==> src/rtl/wulb_pkg.sv <==
// Shared types and constants of the weighted unit load balancer.
package wulb_pkg;

  localparam logic [2:0] CMD_LOAD    = 3'd0;
  localparam logic [2:0] CMD_SETLOAD = 3'd1;
  localparam logic [2:0] CMD_ALLOC   = 3'd2;
  localparam logic [2:0] CMD_FREE    = 3'd3;
  localparam logic [2:0] CMD_BEST    = 3'd4;
  localparam logic [2:0] CMD_SPLIT   = 3'd5;

  localparam logic [17:0] Q_ONE       = 18'd65536;
  localparam logic [16:0] Q_LOAD_CAP  = 17'd58982;
  localparam logic [16:0] Q_MEM_FLOOR = 17'd6554;
  localparam logic [16:0] Q_HALF      = 17'd32768;
  localparam logic [47:0] MASK48      = 48'hFFFF_FFFF_FFFF;

  typedef enum logic {AOP_MUL, AOP_DIV} aop_t;

  typedef struct packed {
    logic        start;
    aop_t        op;
    logic [65:0] a;
    logic [47:0] b;
    logic [6:0]  steps;
  } arith_req_t;

  typedef struct packed {
    logic        done;
    logic [65:0] res;
  } arith_rsp_t;

  typedef struct packed {
    logic [7:0]  ident;
    logic [47:0] cap;
    logic [47:0] used;
    logic [16:0] load;
  } entry_t;

  typedef struct packed {
    logic        load_en;
    logic        load_q_en;
    logic        used_en;
    logic [7:0]  ident;
    logic [47:0] cap;
    logic [47:0] used;
    logic [16:0] load;
  } tbl_wr_t;

endpackage

==> src/rtl/wulb_arith.sv <==
// Shared iterative unit: one-bit-per-cycle shift-add multiply and restoring divide.
module wulb_arith import wulb_pkg::*; (
  input  logic       clk,
  input  logic       rst_n,
  input  arith_req_t req,
  output arith_rsp_t rsp
);

  aop_t        op_r;
  logic [65:0] x_r;
  logic [65:0] y_r;
  logic [47:0] b_r;
  logic [6:0]  cnt_r;
  logic        busy_r;
  logic        done_r;
  logic [48:0] rem_sh;
  logic        fits;

  always_comb begin
    rem_sh = {y_r[47:0], x_r[65]};
    fits   = rem_sh >= {1'b0, b_r};
  end

  always_ff @(posedge clk) begin
    if (!rst_n) begin
      busy_r <= 1'b0;
      done_r <= 1'b0;
      cnt_r  <= '0;
    end else begin
      done_r <= 1'b0;
      if (req.start) begin
        op_r   <= req.op;
        x_r    <= req.a;
        y_r    <= '0;
        b_r    <= req.b;
        cnt_r  <= req.steps;
        busy_r <= 1'b1;
      end else if (busy_r) begin
        if (op_r == AOP_DIV) begin
          x_r <= {x_r[64:0], fits};
          y_r <= {17'd0, fits ? (rem_sh - {1'b0, b_r}) : rem_sh};
        end else begin
          if (b_r[0]) begin
            y_r <= y_r + x_r;
          end
          x_r <= {x_r[64:0], 1'b0};
          b_r <= {1'b0, b_r[47:1]};
        end
        cnt_r <= cnt_r - 7'd1;
        if (cnt_r == 7'd1) begin
          busy_r <= 1'b0;
          done_r <= 1'b1;
        end
      end
    end
  end

  assign rsp.done = done_r;
  assign rsp.res  = (op_r == AOP_DIV) ? x_r : y_r;

  a_start_busy: assert property (@(posedge clk) disable iff (!rst_n)
    req.start |=> busy_r) else $error("unit not busy after start");
  a_done_idle: assert property (@(posedge clk) disable iff (!rst_n)
    done_r |-> !busy_r) else $error("done while busy");
  a_finish: assert property (@(posedge clk) disable iff (!rst_n)
    (busy_r && !req.start && cnt_r == 7'd1) |=> done_r) else $error("missing done");

endmodule

==> src/rtl/wulb_table.sv <==
// Table of compute-unit descriptors with one write port and one read port.
module wulb_table import wulb_pkg::*; #(
  parameter int DEPTH = 8,
  parameter int IW    = 3
) (
  input  logic          clk,
  input  logic          rst_n,
  input  logic [IW-1:0] wr_addr,
  input  tbl_wr_t       wr,
  input  logic [IW-1:0] rd_addr,
  output entry_t        rd
);

  entry_t mem_r [DEPTH];

  always_ff @(posedge clk) begin
    if (!rst_n) begin
      for (int i = 0; i < DEPTH; i++) begin
        mem_r[i] <= '0;
      end
    end else begin
      if (wr.load_en) begin
        mem_r[wr_addr] <= '{ident: wr.ident, cap: wr.cap, used: 48'd0, load: 17'd0};
      end
      if (wr.load_q_en) begin
        mem_r[wr_addr].load <= wr.load;
      end
      if (wr.used_en) begin
        mem_r[wr_addr].used <= wr.used;
      end
    end
  end

  assign rd = mem_r[rd_addr];

endmodule

==> src/rtl/weighted_unit_load_balancer.sv <==
// Top level: command sequencer of the weighted unit load balancer.
// Load-unit and set-load requests complete at acceptance; allocate and free scan the slots until the unit is found.
// One request at a time; a result waits in the output register while the next request is taken.
// Synchronous reset clears the table, the unit count, the sequencer state and the output valid flag.
module weighted_unit_load_balancer import wulb_pkg::*; #(
  parameter int MAX_UNITS = 8
) (
  input  logic        clk,
  input  logic        rst_n,
  input  logic        cfg_wr_en,
  input  logic [3:0]  cfg_wr_data,
  input  logic        in_valid,
  output logic        in_stall,
  input  logic [2:0]  in_cmd,
  input  logic [2:0]  in_slot,
  input  logic [7:0]  in_unit_id,
  input  logic [47:0] in_amount,
  input  logic [16:0] in_load_level,
  input  logic [31:0] in_total_work,
  input  logic [15:0] in_group_size,
  output logic        out_valid,
  input  logic        out_stall,
  output logic        out_best_found,
  output logic [2:0]  out_best_slot,
  output logic [7:0]  out_range_unit_id,
  output logic [32:0] out_range_offset,
  output logic [32:0] out_range_count,
  output logic        out_last
);

  localparam int IW = (MAX_UNITS > 1) ? $clog2(MAX_UNITS) : 1;
  localparam int CW = $clog2(MAX_UNITS + 1);
  localparam int SW = 18 + IW;

  typedef enum logic [4:0] {
    ST_IDLE, ST_FIND, ST_BEST_CHK, ST_BEST_M2, ST_BEST_CMP, ST_SP_ONE,
    ST_SP_ALDIV, ST_SP_ALMUL, ST_SP_ALSET, ST_W_CHK, ST_W_MEM, ST_W_MUL, ST_W_ACC,
    ST_C_CHK, ST_C_DIV, ST_C_RDIV, ST_C_RMUL, ST_C_MIN, ST_C_OUT, ST_WAIT
  } state_t;

  state_t      state_r;
  state_t      ret_r;
  arith_req_t  arq_r;
  arith_rsp_t  rsp;
  logic [3:0]  unit_count_r;
  logic [CW-1:0] idx_r;
  logic [2:0]  cmd_r;
  logic [7:0]  id_r;
  logic [47:0] amt_r;
  logic [31:0] tot_r;
  logic [15:0] g_r;
  logic        found_r;
  logic [IW-1:0] best_r;
  logic [47:0] bf_r;
  logic [17:0] bm_r;
  logic [65:0] p_r;
  logic [16:0] mem_r;
  logic [17:0] w_r [MAX_UNITS];
  logic [SW-1:0] sum_r;
  logic [32:0] aligned_r;
  logic [32:0] assigned_r;
  logic [32:0] chunk_r;
  logic        out_valid_r;
  logic        best_found_r;
  logic [2:0]  best_slot_r;
  logic [7:0]  range_id_r;
  logic [32:0] range_off_r;
  logic [32:0] range_cnt_r;
  logic        last_r;

  logic [CW-1:0] n_act;
  logic          accept;
  logic          out_free;
  logic          out_push;
  logic [IW+2:0] slot_x;
  logic [IW+2:0] best_x;
  logic [IW-1:0] tw_addr;
  tbl_wr_t       tw;
  entry_t        rd;
  logic [47:0]   free_cur;
  logic          elig;
  logic [17:0]   m_cur;
  logic [16:0]   ld_cl;
  logic [17:0]   a_w;
  logic [48:0]   used_sum;
  logic [32:0]   remain;
  logic [33:0]   c_up;
  logic          idx_last;

  assign n_act    = (unit_count_r < MAX_UNITS) ? CW'(unit_count_r) : CW'(MAX_UNITS);
  assign accept   = in_valid && !in_stall;
  assign out_free = !out_valid_r || !out_stall;
  assign out_push = out_free && ((state_r == ST_BEST_CHK && idx_r == n_act) ||
                                 state_r == ST_SP_ONE || state_r == ST_C_OUT);
  assign slot_x   = {{IW{1'b0}}, in_slot};
  assign best_x   = {3'b000, best_r};
  assign idx_last = (idx_r == n_act - CW'(1));

  always_comb begin
    free_cur = rd.cap - rd.used;
    elig     = (rd.used <= rd.cap) && (free_cur >= amt_r);
    m_cur    = Q_ONE + {1'b0, rd.load};
    ld_cl    = (rd.load < Q_LOAD_CAP) ? rd.load : Q_LOAD_CAP;
    a_w      = Q_ONE + (Q_ONE - {1'b0, ld_cl});
    used_sum = {1'b0, rd.used} + {1'b0, amt_r};
    remain   = aligned_r - assigned_r;
    c_up     = {1'b0, rsp.res[32:0]} + {18'd0, g_r} - 34'd1;
  end

  always_comb begin
    tw      = '0;
    tw_addr = slot_x[IW-1:0];
    tw.ident = in_unit_id;
    tw.cap   = in_amount;
    tw.load  = in_load_level;
    if (accept && in_cmd == CMD_LOAD && slot_x < MAX_UNITS) begin
      tw.load_en = 1'b1;
    end
    if (accept && in_cmd == CMD_SETLOAD && slot_x < n_act) begin
      tw.load_q_en = 1'b1;
    end
    if (state_r == ST_FIND && idx_r != n_act && rd.ident == id_r) begin
      tw_addr    = idx_r[IW-1:0];
      tw.used_en = 1'b1;
      if (cmd_r == CMD_ALLOC) begin
        tw.used = used_sum[48] ? MASK48 : used_sum[47:0];
      end else begin
        tw.used = (rd.used >= amt_r) ? (rd.used - amt_r) : 48'd0;
      end
    end
  end

  wulb_table #(.DEPTH(MAX_UNITS), .IW(IW)) u_table (
    .clk     (clk),
    .rst_n   (rst_n),
    .wr_addr (tw_addr),
    .wr      (tw),
    .rd_addr (idx_r[IW-1:0]),
    .rd      (rd)
  );

  wulb_arith u_arith (
    .clk   (clk),
    .rst_n (rst_n),
    .req   (arq_r),
    .rsp   (rsp)
  );

  always_ff @(posedge clk) begin
    if (!rst_n) begin
      state_r      <= ST_IDLE;
      ret_r        <= ST_IDLE;
      arq_r        <= '0;
      unit_count_r <= 4'd0;
      idx_r        <= '0;
      out_valid_r  <= 1'b0;
      found_r      <= 1'b0;
    end else begin
      if (cfg_wr_en) begin
        unit_count_r <= cfg_wr_data;
      end
      if (out_push) begin
        out_valid_r <= 1'b1;
      end else if (!out_stall) begin
        out_valid_r <= 1'b0;
      end
      case (state_r)
        ST_IDLE: begin
          if (accept) begin
            cmd_r   <= in_cmd;
            id_r    <= in_unit_id;
            amt_r   <= in_amount;
            tot_r   <= in_total_work;
            g_r     <= (in_group_size == 16'd0) ? 16'd1 : in_group_size;
            idx_r   <= '0;
            found_r <= 1'b0;
            best_r  <= '0;
            case (in_cmd)
              CMD_ALLOC, CMD_FREE: state_r <= ST_FIND;
              CMD_BEST:            state_r <= ST_BEST_CHK;
              CMD_SPLIT: begin
                if (n_act == CW'(1)) begin
                  state_r <= ST_SP_ONE;
                end else if (n_act != CW'(0)) begin
                  state_r <= ST_SP_ALDIV;
                end
              end
              default: state_r <= ST_IDLE;
            endcase
          end
        end
        ST_FIND: begin
          if (idx_r == n_act || rd.ident == id_r) begin
            state_r <= ST_IDLE;
          end else begin
            idx_r <= idx_r + CW'(1);
          end
        end
        ST_BEST_CHK: begin
          if (idx_r == n_act) begin
            if (out_free) begin
              best_found_r <= found_r;
              best_slot_r  <= found_r ? best_x[2:0] : 3'd0;
              range_id_r   <= 8'd0;
              range_off_r  <= 33'd0;
              range_cnt_r  <= 33'd0;
              last_r       <= 1'b1;
              state_r      <= ST_IDLE;
            end
          end else if (!elig) begin
            idx_r <= idx_r + CW'(1);
          end else if (!found_r) begin
            found_r <= 1'b1;
            best_r  <= idx_r[IW-1:0];
            bf_r    <= free_cur;
            bm_r    <= m_cur;
            idx_r   <= idx_r + CW'(1);
          end else begin
            arq_r   <= '{start: 1'b1, op: AOP_MUL, a: {18'd0, free_cur},
                         b: {30'd0, bm_r}, steps: 7'd18};
            ret_r   <= ST_BEST_M2;
            state_r <= ST_WAIT;
          end
        end
        ST_BEST_M2: begin
          p_r     <= rsp.res;
          arq_r   <= '{start: 1'b1, op: AOP_MUL, a: {18'd0, bf_r},
                       b: {30'd0, m_cur}, steps: 7'd18};
          ret_r   <= ST_BEST_CMP;
          state_r <= ST_WAIT;
        end
        ST_BEST_CMP: begin
          if (p_r > rsp.res) begin
            best_r <= idx_r[IW-1:0];
            bf_r   <= free_cur;
            bm_r   <= m_cur;
          end
          idx_r   <= idx_r + CW'(1);
          state_r <= ST_BEST_CHK;
        end
        ST_SP_ONE: begin
          if (out_free) begin
            best_found_r <= 1'b0;
            best_slot_r  <= 3'd0;
            range_id_r   <= rd.ident;
            range_off_r  <= 33'd0;
            range_cnt_r  <= {1'b0, tot_r};
            last_r       <= 1'b1;
            state_r      <= ST_IDLE;
          end
        end
        ST_SP_ALDIV: begin
          arq_r   <= '{start: 1'b1, op: AOP_DIV,
                       a: {{2'b00, tot_r} + {18'd0, g_r} - 34'd1, 32'd0},
                       b: {32'd0, g_r}, steps: 7'd34};
          ret_r   <= ST_SP_ALMUL;
          state_r <= ST_WAIT;
        end
        ST_SP_ALMUL: begin
          arq_r   <= '{start: 1'b1, op: AOP_MUL, a: rsp.res, b: {32'd0, g_r}, steps: 7'd16};
          ret_r   <= ST_SP_ALSET;
          state_r <= ST_WAIT;
        end
        ST_SP_ALSET: begin
          aligned_r <= rsp.res[32:0];
          sum_r     <= '0;
          idx_r     <= '0;
          state_r   <= ST_W_CHK;
        end
        ST_W_CHK: begin
          if (idx_r == n_act) begin
            idx_r      <= '0;
            assigned_r <= 33'd0;
            state_r    <= ST_C_CHK;
          end else if (rd.cap == 48'd0) begin
            mem_r   <= Q_ONE[16:0] | 17'h10000;
            state_r <= ST_W_MUL;
          end else if (rd.used > rd.cap) begin
            mem_r   <= Q_MEM_FLOOR;
            state_r <= ST_W_MUL;
          end else begin
            arq_r   <= '{start: 1'b1, op: AOP_DIV, a: {free_cur, 18'd0},
                         b: rd.cap, steps: 7'd64};
            ret_r   <= ST_W_MEM;
            state_r <= ST_WAIT;
          end
        end
        ST_W_MEM: begin
          mem_r   <= (rsp.res[16:0] < Q_MEM_FLOOR) ? Q_MEM_FLOOR : rsp.res[16:0];
          state_r <= ST_W_MUL;
        end
        ST_W_MUL: begin
          arq_r   <= '{start: 1'b1, op: AOP_MUL, a: {48'd0, a_w},
                       b: {31'd0, Q_HALF + {1'b0, mem_r[16:1]}}, steps: 7'd18};
          ret_r   <= ST_W_ACC;
          state_r <= ST_WAIT;
        end
        ST_W_ACC: begin
          w_r[idx_r[IW-1:0]] <= rsp.res[33:16];
          sum_r   <= sum_r + {{(SW-18){1'b0}}, rsp.res[33:16]};
          idx_r   <= idx_r + CW'(1);
          state_r <= ST_W_CHK;
        end
        ST_C_CHK: begin
          if (idx_last) begin
            chunk_r <= remain;
            state_r <= ST_C_OUT;
          end else begin
            arq_r   <= '{start: 1'b1, op: AOP_MUL, a: {33'd0, aligned_r},
                         b: {30'd0, w_r[idx_r[IW-1:0]]}, steps: 7'd18};
            ret_r   <= ST_C_DIV;
            state_r <= ST_WAIT;
          end
        end
        ST_C_DIV: begin
          arq_r   <= '{start: 1'b1, op: AOP_DIV, a: {rsp.res[50:0], 15'd0},
                       b: {{(48-SW){1'b0}}, sum_r}, steps: 7'd51};
          ret_r   <= ST_C_RDIV;
          state_r <= ST_WAIT;
        end
        ST_C_RDIV: begin
          arq_r   <= '{start: 1'b1, op: AOP_DIV, a: {c_up, 32'd0},
                       b: {32'd0, g_r}, steps: 7'd34};
          ret_r   <= ST_C_RMUL;
          state_r <= ST_WAIT;
        end
        ST_C_RMUL: begin
          arq_r   <= '{start: 1'b1, op: AOP_MUL, a: rsp.res, b: {32'd0, g_r}, steps: 7'd16};
          ret_r   <= ST_C_MIN;
          state_r <= ST_WAIT;
        end
        ST_C_MIN: begin
          chunk_r <= (rsp.res[33:0] > {1'b0, remain}) ? remain : rsp.res[32:0];
          state_r <= ST_C_OUT;
        end
        ST_C_OUT: begin
          if (out_free) begin
            best_found_r <= 1'b0;
            best_slot_r  <= 3'd0;
            range_id_r   <= rd.ident;
            range_off_r  <= assigned_r;
            range_cnt_r  <= chunk_r;
            last_r       <= idx_last;
            assigned_r   <= assigned_r + chunk_r;
            idx_r        <= idx_r + CW'(1);
            state_r      <= idx_last ? ST_IDLE : ST_C_CHK;
          end
        end
        ST_WAIT: begin
          arq_r.start <= 1'b0;
          if (rsp.done) begin
            state_r <= ret_r;
          end
        end
        default: state_r <= ST_IDLE;
      endcase
    end
  end

  assign in_stall          = (state_r != ST_IDLE);
  assign out_valid         = out_valid_r;
  assign out_best_found    = best_found_r;
  assign out_best_slot     = best_slot_r;
  assign out_range_unit_id = range_id_r;
  assign out_range_offset  = range_off_r;
  assign out_range_count   = range_cnt_r;
  assign out_last          = last_r;

  a_done_in_wait: assert property (@(posedge clk) disable iff (!rst_n)
    rsp.done |-> state_r == ST_WAIT) else $error("arithmetic result outside wait");
  a_start_in_wait: assert property (@(posedge clk) disable iff (!rst_n)
    arq_r.start |-> state_r == ST_WAIT) else $error("start issued outside wait");
  a_chunk_bound: assert property (@(posedge clk) disable iff (!rst_n)
    state_r == ST_C_OUT |-> ({1'b0, assigned_r} + {1'b0, chunk_r}) <= {1'b0, aligned_r})
    else $error("split range beyond aligned total");

endmodule

==> config.mk <==
export PLATFORM = sky130hd
export DESIGN_NAME = weighted_unit_load_balancer
export DESIGN_NICKNAME = d
export VERILOG_FILES = /design/src/rtl/wulb_pkg.sv /design/src/rtl/wulb_arith.sv /design/src/rtl/wulb_table.sv /design/src/rtl/weighted_unit_load_balancer.sv
export SDC_FILE = /design/constraint.sdc
export NUM_CORES = 2
export LEC_CHECK = 0
export BUFFER_PORTS_ARGS = -buffer_cell sky130_fd_sc_hd__buf_2
export CAP_MARGIN = 20
export CORE_UTILIZATION = 64
export CTS_CLUSTER_DIAMETER = 30
export DETAILED_ROUTE_END_ITERATION = 16
export GPL_TIMING_DRIVEN = 0
export MAX_ROUTING_LAYER = met4
export PLACE_DENSITY = 0.81
export SYNTH_ARGS = -nofsm -noshare
export SYNTH_HDL_FRONTEND = slang
export SYNTH_HIERARCHICAL = 1
export SYNTH_SLANG_ARGS = --single-unit
==> constraint.sdc <==
create_clock -name clk -period 14 [get_ports clk]
set_clock_uncertainty 0.2 [all_clocks]
set_input_delay 2.8 -clock clk [delete_from_list [all_inputs] [get_ports clk]]
set_output_delay 2.8 -clock clk [all_outputs]
set_load 0.02 [all_outputs]
==> metrics.csv, run 1 <==
stage,metric,value,unit
clock_tree,cts_made_buffers,370,
logic_synthesis,ys_types,124,
logic_synthesis,syn_avg_cell_area,11.3,µm²
logic_synthesis,ys_seq_elements,1903,
logic_synthesis,ys_warn_count,6,
floorplanning,die_h,414,µm
global_routing,track_usage,0.741,
place,placed_cells,12090,
floorplanning,die_w,414,µm
logic_synthesis,synth_edf_count,1750,
place,port_buffers,215,
logic_synthesis,async_flop_share,0,
place,dpl.hpwl,342000,µm
floorplanning,fp-row-count,150,
global_routing,overflow,262,
status,error_line,[ERROR GRT-0232] Routing congestion too high. Check the congestion heatmap in the GUI.,
global_routing,grt_max_degree,50,
logic_synthesis,synth_top_area_share,0.485,
logic_synthesis,synth_cells,9553,
clock_tree,cts_htree_levels,5,
clock_tree,cts_hold_buf,0,
clock_tree,cts_resized,0,
floorplanning,start_util,0.647,
clock_tree,postCtsSetupBuffers,0,
clock_tree,clockBufferDepth,4,
clock_tree,cts.sinks,1903,
floorplanning,num_io_pins,217,
status,outcome,stopped before the end,
global_routing,grt_antenna_before_repair,96,
logic_synthesis,synth_ff_type,edfxtp_1,
logic_synthesis,ys_top_cells_by_area,"edfxtp_1 (48%), ha_1 (6.8%), mux4_2 (5.8%), nor2_1 (3.4%), a21oi_1 (2.9%)",
status,lastStage,global routing,
clock_tree,cts-root-buf,clkbuf_16,
place,routabilityCongestion,1.12,
logic_synthesis,synth_top_cell_by_area,edfxtp_1,
logic_synthesis,netlist_area,0.108,mm²
logic_synthesis,ys_seq_area_frac,0.513,
==> Yosys cell counts (all sizes together), types with 58 or more instances <==
master / number
a211oi: 80
a21o: 213
a21oi: 637
a31oi: 63
buf: 190
clkbuf: 391
clkinv: 58
dfxtp: 153
edfxtp: 1750
ha: 593
inv: 524
mux2: 254
mux2i: 84
mux4: 278
nand2: 520
nand2b: 64
nand3: 233
nand4: 98
nor2: 974
nor2b: 70
nor3: 578
o211ai: 92
o21ai: 445
o21bai: 77
xnor2: 178
xor2: 115
==> per-layer routing <==
metal,GRT overflow,GRT usage
met4,64,0.676
met5,-,-
met1,43,0.746
met2,104,0.899
met3,51,0.565
==> cell families after synthesis <==
group / synth area share
DFF: 0.513
and+or+nand+nor: 0.122
muxes: 0.0940
AOI/OAI and AO/OA: 0.131
adders and majority gates: 0.0703
xor gates and xnor gates: 0.0237
other: 0.0000346
buffers and inverters: 0.0459
==> stage by stage <==
stage	area, µm²	setup WS, ns	utilization	hold WS [ns]
floorplan	108000	3.34	-	0.209
global placement	112000	-1.09	0.670	0.238
detailed placement	114000	3.61	0.683	0.246
CTS	127000	3.24	0.756	0.256
==> run 2, diff against run 1 <==
--- a/config.mk
+++ b/config.mk
@@ -7,12 +7,10 @@
 export LEC_CHECK = 0
 export BUFFER_PORTS_ARGS = -buffer_cell sky130_fd_sc_hd__buf_2
 export CAP_MARGIN = 20
-export CORE_UTILIZATION = 64
-export CTS_CLUSTER_DIAMETER = 30
+export CORE_UTILIZATION = 40
 export DETAILED_ROUTE_END_ITERATION = 16
 export GPL_TIMING_DRIVEN = 0
-export MAX_ROUTING_LAYER = met4
-export PLACE_DENSITY = 0.81
+export PLACE_DENSITY_LB_ADDON = 0.15
 export SYNTH_ARGS = -nofsm -noshare
 export SYNTH_HDL_FRONTEND = slang
 export SYNTH_HIERARCHICAL = 1
==> run 2 against run 1 <==
  * The flow now finishes without violations
  * Synthesized cell count is the same
  * Area after synthesis is the same
==> metrics.csv, run 2 <==
stage,metric,value,unit,change
timing,fin_hold_ws,0.253,ns,
global_routing,overflow,0,,
floorplanning,die_h,523,µm,+26%
place,dpl.hpwl,352000,µm,+3.1%
logic_synthesis,ys_seq_area_frac,0.513,,unchanged
pwr,total_power,22.4,mW,
setup_path,worstPathMaxFanout,10,,
setup_path,slowest_delay,1.02,ns,
clock_tree,cts-root-buf,clkbuf_16,,
layout,multi_input_area,0.0482,mm²,
timing,relSlewSlack,0.115,,
timing,maxSlewViolCount,0,,
timing,fmax,92.5,MHz,
logic_synthesis,async_flop_share,0,,unchanged
logic_synthesis,synth_top_cell_by_area,edfxtp_1,,
hold_path,holdCritStartpoint,arq_r[54],,
hold_path,worstHoldPathCells,2,,
clock_tree,cts.sinks,1903,,unchanged
logic_synthesis,synth_ff_type,edfxtp_1,,
logic_synthesis,ys_seq_elements,1903,,unchanged
layout,fin_area,0.123,mm²,
place,routabilityCongestion,1.01,,-9.3%
setup_path,worst_setup_path_end_kind,flip-flop,,
logic_synthesis,synth_cells,9553,,unchanged
setup_path,rr_worst_depth,27,,
detailed_routing,drc,0,,
logic_synthesis,synth_top_area_share,0.485,,unchanged
logic_synthesis,synth_top_family_by_area,compound AO/OA/AOI/OAI gates,,
layout,final_common_cell,edfxtp_1,,
clock_tree,clock_latency,0.94,ns,
logic_synthesis,synth-compound-area-share,0.131,,unchanged
logic_synthesis,yosysMostFrequentCell,edfxtp_1,,
layout,fill_cells,25067,,
logic_synthesis,netlist_area,0.108,mm²,unchanged
layout,final_cell_mix,"edfxtp_1 (1,750), nor2_1 (966), a21oi_1 (632)",,
detailed_routing,wire_per_inst,32.5,µm,
clock_tree,cts_hold_buf,0,,unchanged
pwr,peakVddDrop,0.110,mV,
timing,tightestPinTransition,1.31,ns,
detailed_routing,drt_iter0_drc,9255,,
clock_tree,clockBufferDepth,4,,unchanged
place,postPlaceCellArea,0.116,mm²,+1.7%
global_routing,grt_max_degree,47,,
clock_tree,cts_resized,0,,unchanged
clock_tree,cts_tree,yes,,
layout,final-instance-count-excl-fill,13859,,
timing,fin_crit,10.81,ns,
setup_path,start_kind,flip-flop,,
layout,area_growth,13.7,%,
clock_tree,clkTransAtPathRegs,0.06,ns,
logic_synthesis,ys_top_cells_by_area,"edfxtp_1 (48%), ha_1 (6.8%), mux4_2 (5.8%), nor2_1 (3.4%), a21oi_1 (2.9%)",,
timing,hold_viol,0,,
floorplanning,fp-row-count,190,,+27%
clock_tree,cts_made_buffers,214,,-42%
floorplanning,start_util,0.404,,-0.243
clock_tree,postCtsSetupBuffers,0,,unchanged
detailed_routing,drtAntennaViolNets,0,,
setup_path,path_common_cell,buf_2,,
status,outcome,"complete, no violations",,
layout,fin_nets,10857,,
hold_path,holdCritPathClass,reg -> reg,,
logic_synthesis,ys_types,124,,unchanged
global_routing,track_usage,0.324,,
timing,rsz0062_at_grt,false,,
pwr,p_per_area,182,mW/mm²,
setup_path,r2r_start,idx_r[2],,
flow_run,cap_violations,0,,
floorplanning,core_area,0.269,mm²,
global_routing,grt_antenna_before_repair,28,,
global_routing,grt_pass1_wl,627000,µm,
setup_path,reg2reg_slack,3.19,ns,
hold_path,min_to,arq_r[54],,
logic_synthesis,syn_avg_cell_area,11.3,µm²,unchanged
detailed_routing,dr.pass1.iters,10,,
setup_path,crit_path_top_delay_cell,xor2_1,,
layout,regMostFlops,u_table/mem_r,,
logic_synthesis,synth_mux_area_frac,0.0940,,unchanged
setup_path,critical_path.startpoint,idx_r[2],,
logic_synthesis,synth_xor_area_frac,0.0237,,unchanged
timing,fin_crit_sh,0.772,,
floorplanning,num_io_pins,217,,unchanged
logic_synthesis,synth_edf_count,1750,,unchanged
global_routing,first_global_vias,83882,,
setup_path,critical_path_class,reg -> reg,,
detailed_routing,vias,85126,,
floorplanning,dieArea,0.273,mm²,
layout,drive_gt1_frac,0.147,,
place,placed_cells,13450,,+11%
timing,setup_viol,0,,
logic_synthesis,synth_simple_gate_area_frac,0.122,,unchanged
floorplanning,die_w,523,µm,+26%
logic_synthesis,synth_commonest_cells,"edfxtp_1 (1,750), nor2_1 (970), a21oi_1 (634), ha_1 (593), nor3_1 (576)",,
place,port_buffers,215,,unchanged
layout,largest_reg_flops,968,,
setup_path,worstPathArrival,11.35,ns,
detailed_routing,wirelength,450000,µm,
setup_path,r2r_end,arq_r[101],,
logic_synthesis,synthAdderAreaFrac,0.0703,,unchanged
pwr,power_leakage,44.8,nW,
layout,ff_latch_area,0.0556,mm²,
clock_tree,cts_htree_levels,4,,-1
setup_path,crit_required,14.54,ns,
detailed_routing,via_per_inst,6.14,,
logic_synthesis,ys_warn_count,6,,unchanged
## run 2: cell counts after synthesis
Identical to the previous run, type by type.
## run 2: worst max-delay path by stage
| stage | endpoint | slack, ns | cells past startpoint |
|---|---|---|---|
| 2_1_floorplan | p_r[0] | 3.34 | 4 |
| 3_3_place_gp | u_table/mem_r[4][86] | -2.37 | 16 |
| 3_5_place_dp | arq_r[101] | 3.68 | 27 |
| 4_1_cts | arq_r[101] | 3.58 | 27 |
| 5_1_grt | arq_r[101] | 3.21 | 27 |
| 6_report | arq_r[101] | 3.19 | 27 |
## run 2: critical path: cells and delay by family (launching register included)
family | cells | cell delay (ns)
XOR/XNOR | 1 | 1.02
flip-flops | 1 | 0.45
multiplexers | 2 | 0.84
adder cells (fa/ha/maj) | 2 | 0.69
buffers and inverters | 4 | 2.16
AO/OA/AOI/OAI | 11 | 3.60
AND/OR/NAND/NOR | 7 | 1.62
## run 2: kinds of logic (layout without fill, tap and decap cells)
family | after synthesis | in the layout
fa+ha+maj | 603 | 603
flops | 1903 | 1903
compound gates | 2147 | 2147
other cells | 1 | 15
buf+inv | 1163 | 1903
simple gates | 2827 | 2827
xor+xnor | 293 | 293
mux | 616 | 616
## run 2: routing by layer
metal  global-route usage  up-vias  routed length [µm]
met4                0.202       12               32200
li1                     -    37184                   -
met5                    0        -                  72
met2                0.526     4089              209000
met3               0.0572      974               34800
met1                0.401    42867              174000
## run 2: power by group
part           total (mW)  switching, mW  internal [mW]  leakage (nW)
sequential           7.20          0.350           6.85          18.4
clock                5.64           2.43           3.21          3.37
combinational        9.57           6.47           3.10          23.1
total                22.4           9.25           13.2          44.8
## run 2: per-stage QoR
| stage | TNS (ns) | utilization | setup slack (ns) |
|---|---|---|---|
| final | 0 | 0.459 | 3.19 |
| after global routing | 0 | 0.459 | 3.21 |
| after CTS | 0 | 0.459 | 3.58 |
| after detailed placement | 0 | 0.433 | 3.68 |
| after global placement | -1692.19 | 0.424 | -2.37 |
| after floorplan | 0 | - | 3.34 |
## run 2: cell type report
| class | instances | area share |
|---|---|---|
| sequential | 1903 | 0.451 |
| timing repair buffer | 348 | 0.0250 |
| clock inverter | 113 | 0.00829 |
| antenna | 13 | 0.000264 |
| inverter | 582 | 0.0177 |
| buffer | 581 | 0.0226 |
| tap | 3552 | 0.0361 |
| multi-input combinational | 6488 | 0.391 |
| clock buffer | 279 | 0.0475 |
Note: power is estimated with default switching activity, not from simulation.
